`config.mk`:
```
export PLATFORM = sky130hd
export DESIGN_NAME = pan_tracking_servo_frame
export DESIGN_NICKNAME = d
export VERILOG_FILES = /design/src/sv/pts_pkg.sv /design/src/sv/pan_tracking_servo_frame.sv /design/src/sv/pts_front.sv /design/src/sv/pts_queue.sv /design/src/sv/pts_back.sv
export VERILOG_INCLUDE_DIRS = /design/src /design/src/sv
export SDC_FILE = /design/constraint.sdc
export NUM_CORES = 1
export LEC_CHECK = 0
export BUFFER_PORTS_ARGS = -buffer_cell sky130_fd_sc_hd__buf_2
export CAP_MARGIN = 10
export CORE_UTILIZATION = 25
export CTS_CLUSTER_SIZE = 10
export DETAILED_ROUTE_END_ITERATION = 7
export GPL_ROUTABILITY_DRIVEN = 0
export GPL_TIMING_DRIVEN = 0
export SLEW_MARGIN = 30
export SYNTH_ARGS = -nofsm -noshare
export SYNTH_HDL_FRONTEND = slang
export SYNTH_HIERARCHICAL = 1
export SYNTH_SLANG_ARGS = --single-unit
```
`constraint.sdc`:
```
create_clock -name clk -period 9.4 [get_ports clk]
set_input_delay 1.41 -clock clk [delete_from_list [all_inputs] [get_ports clk]]
set_output_delay 1.41 -clock clk [all_outputs]
set_load 0.02 [all_outputs]
```
`src/sv/assert_macros.svh`:
```
// Assertion helper macros shared by the pan tracker RTL.
// Depends on nothing; users must have clk and rst_n in scope.
`ifndef ASSERT_MACROS_SVH
`define ASSERT_MACROS_SVH

`ifndef SYNTHESIS
// Same-cycle implication, checked at every rising edge outside reset.
`define PTS_ASSERT_NOW(lbl, ante, cons) \
    lbl: assert property (@(posedge clk) disable iff (!rst_n) (ante) |-> (cons)) \
        else $error("pan tracker assertion failed");
// Next-cycle implication.
`define PTS_ASSERT_NEXT(lbl, ante, cons) \
    lbl: assert property (@(posedge clk) disable iff (!rst_n) (ante) |=> (cons)) \
        else $error("pan tracker assertion failed");
`else
`define PTS_ASSERT_NOW(lbl, ante, cons)
`define PTS_ASSERT_NEXT(lbl, ante, cons)
`endif

`endif

```
`src/sv/pts_pkg.sv`:
```
// Shared types and constants for the pan tracking servo frame block.
// No dependencies.
package pts_pkg;

    // configuration register indexes
    typedef enum logic [1:0] {
        CFG_FRAME_WIDTH  = 2'd0,
        CFG_MOVE_TIME    = 2'd1,
        CFG_HEADER_BYTE  = 2'd2,
        CFG_COMMAND_BYTE = 2'd3
    } cfg_index_t;

    localparam int CFG_DATA_W = 16;

    typedef struct packed {
        logic [11:0] frame_width;
        logic [15:0] move_time;
        logic [7:0]  header_byte;
        logic [7:0]  command_byte;
    } cfg_t;

    typedef struct packed {
        logic full;
        logic empty;
    } queue_status_t;

    localparam logic [11:0] FRAME_WIDTH_RESET  = 12'd640;
    localparam logic [15:0] MOVE_TIME_RESET    = 16'd100;
    localparam logic [7:0]  HEADER_BYTE_RESET  = 8'd85;
    localparam logic [7:0]  COMMAND_BYTE_RESET = 8'd1;

    localparam int QUEUE_DEPTH = 2;

    // tracking loop
    localparam logic [7:0]  PAN_RESET = 8'd90;
    localparam logic [7:0]  PAN_MAX   = 8'd180;
    localparam logic [12:0] DEADBAND  = 13'd15;
    // x/75 == (x*6991)>>19 for x below 8192
    localparam logic [12:0] RECIP_75    = 13'd6991;
    localparam int          RECIP_SHIFT = 19;

    // position: pan*25/6 == (pan*25*5462)>>15 for pan*25 below 8192
    localparam logic [17:0] POS_SCALE = 18'd136550;
    localparam int          POS_SHIFT = 15;
    localparam logic [10:0] POS_MAX   = 11'd1000;

    // frame layout
    localparam logic [7:0] SERVO_ID     = 8'd1;
    localparam logic [7:0] LENGTH_FIELD = 8'd7;
    localparam int         FRAME_LEN    = 10;
    localparam int         BYTE_IDX_W   = 4;
    localparam logic [BYTE_IDX_W-1:0] LAST_IDX = BYTE_IDX_W'(FRAME_LEN - 1);

    // byte positions
    localparam int B_HDR0 = 0;
    localparam int B_HDR1 = 1;
    localparam int B_ID   = 2;
    localparam int B_LEN  = 3;
    localparam int B_CMD  = 4;
    localparam int B_POSL = 5;
    localparam int B_POSH = 6;
    localparam int B_MTL  = 7;
    localparam int B_MTH  = 8;
    localparam int B_SUM  = 9;

endpackage

```
`src/sv/pan_tracking_servo_frame.sv`:
```
// Pan tracker with bus servo frame output. A box word is held in the front
// register, pushed into the queue, then loaded into the back end's frame
// store. Sustained box rate is set by the back end sending the ten-byte
// frame one byte a cycle while out_stall is low. Reset (rst_n low, async) sets
// pan to 90, the registers to their defaults and empties the queue.
//
// Structure:
//   pts_front  - one register stage: centre/error and a reciprocal multiply
//                for error/75, then the pan update and saturation as the
//                result is pushed to the queue.
//   pts_queue  - short queue of pan angles, so a new box is taken while a
//                frame is still going out.
//   pts_back   - turns a pan angle into a frame (position scale and clamp,
//                config fields, checksum) and sends it out, byte by byte.
// Configuration is a plain write port; writes are expected only when idle.

module pan_tracking_servo_frame #(
    parameter int QUEUE_DEPTH = pts_pkg::QUEUE_DEPTH
) (
    input  logic                          clk,
    input  logic                          rst_n,
    // box input channel
    input  logic                          in_valid,
    output logic                          in_stall,
    input  logic [11:0]                   box_left,
    input  logic [11:0]                   box_width,
    // frame output channel
    output logic                          out_valid,
    input  logic                          out_stall,
    output logic [7:0]                    frame_byte,
    output logic                          frame_last,
    // configuration writes
    input  logic                          cfg_write,
    input  logic [1:0]                    cfg_index,
    input  logic [pts_pkg::CFG_DATA_W-1:0] cfg_data
);

    pts_pkg::cfg_t          cfg_reg;
    pts_pkg::queue_status_t q_status;
    logic                   q_push;
    logic                   q_pop;
    logic [7:0]             q_pan;
    logic [7:0]             q_head;

    // register file; index values outside the list are ignored
    always_ff @(posedge clk or negedge rst_n)
    begin
        if (!rst_n)
        begin
            cfg_reg.frame_width  <= pts_pkg::FRAME_WIDTH_RESET;
            cfg_reg.move_time    <= pts_pkg::MOVE_TIME_RESET;
            cfg_reg.header_byte  <= pts_pkg::HEADER_BYTE_RESET;
            cfg_reg.command_byte <= pts_pkg::COMMAND_BYTE_RESET;
        end
        else if (cfg_write)
        begin
            case (pts_pkg::cfg_index_t'(cfg_index))
                pts_pkg::CFG_FRAME_WIDTH:  cfg_reg.frame_width  <= cfg_data[11:0];
                pts_pkg::CFG_MOVE_TIME:    cfg_reg.move_time    <= cfg_data[15:0];
                pts_pkg::CFG_HEADER_BYTE:  cfg_reg.header_byte  <= cfg_data[7:0];
                pts_pkg::CFG_COMMAND_BYTE: cfg_reg.command_byte <= cfg_data[7:0];
                default:                   cfg_reg <= cfg_reg;
            endcase
        end
    end

    // front: classify the box and track pan
    pts_front u_front (
        .clk         (clk),
        .rst_n       (rst_n),
        .in_valid    (in_valid),
        .in_stall    (in_stall),
        .box_left    (box_left),
        .box_width   (box_width),
        .frame_width (cfg_reg.frame_width),
        .q_status    (q_status),
        .q_push      (q_push),
        .q_pan       (q_pan)
    );

    // decoupling queue
    pts_queue #(
        .DEPTH (QUEUE_DEPTH)
    ) u_queue (
        .clk       (clk),
        .rst_n     (rst_n),
        .push      (q_push),
        .push_data (q_pan),
        .pop       (q_pop),
        .head      (q_head),
        .status    (q_status)
    );

    // back: frame build and byte serialiser
    pts_back u_back (
        .clk        (clk),
        .rst_n      (rst_n),
        .cfg        (cfg_reg),
        .q_status   (q_status),
        .q_head     (q_head),
        .q_pop      (q_pop),
        .out_valid  (out_valid),
        .out_stall  (out_stall),
        .frame_byte (frame_byte),
        .frame_last (frame_last)
    );

endmodule

```
`src/sv/pts_front.sv`:
```
// Front end: takes box words, works out the pan correction, keeps the pan angle.
// Depends on pts_pkg and assert_macros.svh.
`include "assert_macros.svh"

module pts_front (
    input  logic                  clk,
    input  logic                  rst_n,
    input  logic                  in_valid,
    output logic                  in_stall,
    input  logic [11:0]           box_left,
    input  logic [11:0]           box_width,
    input  logic [11:0]           frame_width,
    input  pts_pkg::queue_status_t q_status,
    output logic                  q_push,
    output logic [7:0]            q_pan
);

    logic               a_valid_reg, a_valid_next;
    logic [6:0]         a_q_reg;
    logic               a_neg_reg;
    logic               a_apply_reg;
    logic [7:0]         pan_reg, pan_next;

    logic               accept;
    logic [12:0]        centre;
    logic signed [13:0] err;
    logic [13:0]        err_neg;
    logic               neg;
    logic [12:0]        mag;
    logic [25:0]        prod;
    logic signed [9:0]  pan_sum;
    logic signed [9:0]  q_ext;

    assign in_stall = a_valid_reg && q_status.full;
    assign accept   = in_valid && !in_stall;
    assign q_push   = a_valid_reg && !q_status.full;

    // centre and error against half the frame width
    always_comb
    begin
        centre  = {1'b0, box_left} + {2'b00, box_width[11:1]};
        err     = $signed({1'b0, centre}) - $signed({3'b000, frame_width[11:1]});
        err_neg = 14'(-err);
        neg     = err[13];
        mag     = neg ? err_neg[12:0] : err[12:0];
        prod    = 26'(mag) * 26'(pts_pkg::RECIP_75);
    end

    // apply the correction (only outside the deadband), truncated toward zero, then saturate
    always_comb
    begin
        q_ext   = $signed({3'b000, a_q_reg});
        pan_sum = $signed({2'b00, pan_reg});
        if (a_apply_reg)
        begin
            pan_sum = a_neg_reg ? pan_sum + q_ext : pan_sum - q_ext;
        end
        if (pan_sum < 0)
        begin
            pan_next = 8'd0;
        end
        else if (pan_sum > $signed({2'b00, pts_pkg::PAN_MAX}))
        begin
            pan_next = pts_pkg::PAN_MAX;
        end
        else
        begin
            pan_next = pan_sum[7:0];
        end
    end

    assign q_pan = pan_next;

    always_comb
    begin
        a_valid_next = a_valid_reg;
        if (accept)
        begin
            a_valid_next = 1'b1;
        end
        else if (q_push)
        begin
            a_valid_next = 1'b0;
        end
    end

    always_ff @(posedge clk or negedge rst_n)
    begin
        if (!rst_n)
        begin
            a_valid_reg <= 1'b0;
            pan_reg     <= pts_pkg::PAN_RESET;
        end
        else
        begin
            a_valid_reg <= a_valid_next;
            if (q_push)
            begin
                pan_reg <= pan_next;
            end
        end
    end

    always_ff @(posedge clk)
    begin
        if (accept)
        begin
            a_q_reg     <= prod[pts_pkg::RECIP_SHIFT +: 7];
            a_neg_reg   <= neg;
            a_apply_reg <= mag > pts_pkg::DEADBAND;
        end
    end

    `PTS_ASSERT_NOW(a_pan_range, 1'b1, pan_reg <= pts_pkg::PAN_MAX)

endmodule

```
`src/sv/pts_queue.sv`:
```
// Short queue of pan angles between the front and back ends.
// Depends on pts_pkg and assert_macros.svh.
`include "assert_macros.svh"

module pts_queue #(
    parameter int DEPTH = pts_pkg::QUEUE_DEPTH
) (
    input  logic                   clk,
    input  logic                   rst_n,
    input  logic                   push,
    input  logic [7:0]             push_data,
    input  logic                   pop,
    output logic [7:0]             head,
    output pts_pkg::queue_status_t status
);

    localparam int PTR_W = $clog2(DEPTH);
    localparam int CNT_W = $clog2(DEPTH + 1);

    logic [7:0]       mem [DEPTH];
    logic [PTR_W-1:0] wr_ptr_reg, wr_ptr_next;
    logic [PTR_W-1:0] rd_ptr_reg, rd_ptr_next;
    logic [CNT_W-1:0] count_reg, count_next;

    assign head         = mem[rd_ptr_reg];
    assign status.full  = count_reg == CNT_W'(DEPTH);
    assign status.empty = count_reg == '0;

    always_comb
    begin
        wr_ptr_next = wr_ptr_reg;
        rd_ptr_next = rd_ptr_reg;
        count_next  = count_reg;
        if (push)
        begin
            wr_ptr_next = (wr_ptr_reg == PTR_W'(DEPTH - 1)) ? '0 : wr_ptr_reg + 1'b1;
        end
        if (pop)
        begin
            rd_ptr_next = (rd_ptr_reg == PTR_W'(DEPTH - 1)) ? '0 : rd_ptr_reg + 1'b1;
        end
        if (push && !pop)
        begin
            count_next = count_reg + 1'b1;
        end
        else if (pop && !push)
        begin
            count_next = count_reg - 1'b1;
        end
    end

    always_ff @(posedge clk or negedge rst_n)
    begin
        if (!rst_n)
        begin
            wr_ptr_reg <= '0;
            rd_ptr_reg <= '0;
            count_reg  <= '0;
        end
        else
        begin
            wr_ptr_reg <= wr_ptr_next;
            rd_ptr_reg <= rd_ptr_next;
            count_reg  <= count_next;
        end
    end

    always_ff @(posedge clk)
    begin
        if (push)
        begin
            mem[wr_ptr_reg] <= push_data;
        end
    end

    `PTS_ASSERT_NOW(a_no_overflow, push, !status.full)
    `PTS_ASSERT_NOW(a_no_underflow, pop, !status.empty)

endmodule

```
`src/sv/pts_back.sv`:
```
// Back end: builds the servo frame from a pan angle and sends it out a byte at a time.
// Depends on pts_pkg and assert_macros.svh.
`include "assert_macros.svh"

module pts_back (
    input  logic                   clk,
    input  logic                   rst_n,
    input  pts_pkg::cfg_t          cfg,
    input  pts_pkg::queue_status_t q_status,
    input  logic [7:0]             q_head,
    output logic                   q_pop,
    output logic                   out_valid,
    input  logic                   out_stall,
    output logic [7:0]             frame_byte,
    output logic                   frame_last
);

    logic [7:0]                     store_reg [pts_pkg::FRAME_LEN];
    logic [pts_pkg::BYTE_IDX_W-1:0] idx_reg, idx_next;
    logic                           valid_reg, valid_next;

    logic        take;
    logic        last_take;
    logic        load;
    logic [25:0] pos_prod;
    logic [10:0] pos_raw;
    logic [9:0]  pos;
    logic [7:0]  sum;

    assign out_valid  = valid_reg;
    assign frame_byte = store_reg[idx_reg];
    assign frame_last = idx_reg == pts_pkg::LAST_IDX;

    assign take      = valid_reg && !out_stall;
    assign last_take = take && frame_last;
    assign load      = !q_status.empty && (!valid_reg || last_take);
    assign q_pop     = load;

    always_comb
    begin
        pos_prod = 26'(q_head) * 26'(pts_pkg::POS_SCALE);
        pos_raw  = pos_prod[pts_pkg::POS_SHIFT +: 11];
        pos      = (pos_raw > pts_pkg::POS_MAX) ? pts_pkg::POS_MAX[9:0] : pos_raw[9:0];
    end

    // checksum over id..move time high, refreshed every cycle; the bytes it
    // covers are steady long before the last byte goes out
    always_comb
    begin
        sum = 8'd0;
        for (int k = pts_pkg::B_ID; k <= pts_pkg::B_MTH; k++)
        begin
            sum = sum + store_reg[k];
        end
    end

    always_comb
    begin
        idx_next   = idx_reg;
        valid_next = valid_reg;
        if (load)
        begin
            idx_next   = '0;
            valid_next = 1'b1;
        end
        else if (last_take)
        begin
            idx_next   = '0;
            valid_next = 1'b0;
        end
        else if (take)
        begin
            idx_next = idx_reg + 1'b1;
        end
    end

    always_ff @(posedge clk or negedge rst_n)
    begin
        if (!rst_n)
        begin
            idx_reg   <= '0;
            valid_reg <= 1'b0;
        end
        else
        begin
            idx_reg   <= idx_next;
            valid_reg <= valid_next;
        end
    end

    always_ff @(posedge clk)
    begin
        if (load)
        begin
            store_reg[pts_pkg::B_HDR0] <= cfg.header_byte;
            store_reg[pts_pkg::B_HDR1] <= cfg.header_byte;
            store_reg[pts_pkg::B_ID]   <= pts_pkg::SERVO_ID;
            store_reg[pts_pkg::B_LEN]  <= pts_pkg::LENGTH_FIELD;
            store_reg[pts_pkg::B_CMD]  <= cfg.command_byte;
            store_reg[pts_pkg::B_POSL] <= pos[7:0];
            store_reg[pts_pkg::B_POSH] <= {6'd0, pos[9:8]};
            store_reg[pts_pkg::B_MTL]  <= cfg.move_time[7:0];
            store_reg[pts_pkg::B_MTH]  <= cfg.move_time[15:8];
        end
        store_reg[pts_pkg::B_SUM] <= ~sum;
    end

    `PTS_ASSERT_NOW(a_idx_range, valid_reg, idx_reg <= pts_pkg::LAST_IDX)
    `PTS_ASSERT_NEXT(a_drain, last_take && q_status.empty, !valid_reg)
    `PTS_ASSERT_NEXT(a_restart, load, valid_reg && idx_reg == '0)

endmodule
```
==> results_dict.tcl <==
set metrics [dict create \
    dp_hpwl_um 23800 \
    worstHoldPathCells 0 \
    cts_tree "built" \
    finalClockSkew_ns 0.00651 \
    max_stage_delay_ns 0.55 \
    crit_path_frequent_cell "fa_1" \
    regToRegSetupSlack_ns 1.12 \
    maxCapViolCount 0 \
    drive_above_1_share 0.197 \
    synth_area_per_cell_sq_um 10.6 \
    track_usage 0.110 \
    antenna_found_initial 2 \
    fin_nets 1704 \
    hold_viol 0 \
    synth.cell_area_sq_um 13400 \
    worstSetupEndpointType "flip-flop" \
    core_area_sq_um 52700 \
    n_fill_cell 5364 \
    ant_nets 0 \
    worst_pin_slew_ns 0.810 \
    die_y_um 233 \
    crit_arrival_ns 9.19 \
    clock_sinks 136 \
    root_buffer "clkbuf_16" \
    reg2reg_from "cfg_reg[39]" \
    start_util 0.254 \
    clock.fmax_mhz 111 \
    via_count 9078 \
    die_w_um 233 \
    relSlewSlack 0.459 \
    area_growth_pct 17.4 \
    vias_per_cell 4.41 \
    grt_pass1_vias 9609 \
    layout_common_cells "261 x inv_1, 182 x ha_1, 112 x fa_1, 67 x edfxtp_1" \
    std_cell_rows 84 \
    status "finished clean" \
    avgRoutedWirePerCell_um 14.1 \
    timing.rr.end "u_front/a_q_reg[5]" \
    syn-num-nets 1605 \
    cts.clk_slew.worst_paths_ns 0.06 \
    maxSlewViolCount 0 \
    clock_path_buffers 2 \
    finalCritPeriodShare 0.960 \
    grt_overflow 0 \
    insertion_delay_ns 0.42 \
    drc 0 \
    postLayoutCoreUtil 0.298 \
    required_ns 9.57 \
    rsz0062_at_grt "no" \
    grt_pass1_wl_um 47800 \
    crit_path_end "u_front/a_q_reg[5]" \
    syn_inst 1257 \
    cts_max_level 4 \
    finalSetupViolCount 0 \
    period_minus_slack_ns 9.02 \
    critPathKind "in2reg" \
    critPathSlowestCell "fa_1" \
    die-area_sq_um 54400 \
    cts_hold_buf 0 \
    startpoint "box_left[6]" \
    ys_warn_count 6 \
    wl_um 29000 \
    port_buffers 56 \
    reg2reg_depth 30 \
    drt-pass1-iter-count 5 \
    crit_path_start_kind "input pin" \
    worstPathMaxFanout 9 \
    cts_buffers 17 \
    drt-initial-drc-count 378 \
    io_pins 58 \
    worstHoldPathType "reg2reg" \
    grt_max_degree 43 \
    final_common_cell "inv_1" \
    largest_reg_flops 50 \
]
==> worst max-delay path, delay by kind of cell <==
| kind | cells | cell delay [ns] |
|---|---|---|
| AO/OA/AOI/OAI | 10 | 2.02 |
| XOR/XNOR | 2 | 0.47 |
| AND/OR/NAND/NOR | 4 | 0.95 |
| buffers and inverters | 8 | 0.77 |
| adder cells (fa/ha/maj) | 8 | 3.54 |
==> area by class of cell <==
| cell class | count | area (sq um) | area share |
|---|---|---|---|
| multi-input cells | 837 | 8850 | 0.564 |
| flip-flops and latches | 136 | 3720 | 0.237 |
| inverters | 266 | 1000 | 0.0641 |
| well taps | 688 | 861 | 0.0549 |
| repair buffers | 81 | 523 | 0.0333 |
| clock buffers | 19 | 443 | 0.0282 |
| clock inverters | 13 | 193 | 0.0123 |
| plain buffers | 17 | 88.8 | 0.00566 |
| diodes | 1 | 2.50 | 0.000160 |
==> through the flow <==
step | cells | hold WS (ns) | worst slack [ns] | TNS, ns | area (sq um)
2_1_floorplan | 1257 | 0.419 | 0.0580 | 0 | 13400
3_3_place_gp | 2001 | 0.426 | -0.938 | -2.76 | 14500
3_5_place_dp | 2004 | 0.430 | -0.998 | -3.00 | 14600
4_1_cts | 2044 | 0.444 | 0.0598 | 0 | 15400
5_1_grt | 2058 | 0.458 | 0.000319 | 0 | 15700
6_report | 2058 | 0.443 | 0.376 | 0 | 15700
==> worst min-delay path by stage <==
stage | start | end | slack (ns)
2_1_floorplan | cfg_reg[9] | u_back/store_reg[1][1] | 0.42
3_3_place_gp | cfg_reg[16] | u_back/store_reg[7][0] | 0.43
3_5_place_dp | cfg_reg[29] | u_back/store_reg[8][5] | 0.43
4_1_cts | cfg_reg[29] | u_back/store_reg[8][5] | 0.44
5_1_grt | cfg_reg[23] | u_back/store_reg[7][7] | 0.46
6_report | cfg_reg[2] | u_back/store_reg[4][2] | 0.44
==> layer usage <==
metal	vias up	track usage	share of wire
met4	2	0.0302	0.017
met5	-	0	0.00038
met3	40	0.0170	0.029
met1	4440	0.142	0.47
li1	4452	-	-
met2	144	0.188	0.48
==> what timing repair did <==
| item | in CTS | in global routing |
|---|---|---|
| hold endpoints to repair | 0 | 0 |
| setup endpoints to repair | 3 | 3 |
| pin swaps | 7 | 13 |
| resized for setup | 17 | 35 |
| buffers inserted | 8 | 14 |
Power is not shown: default switching activity piles up to over one toggle a cycle in this logic, so the estimate is an artifact.
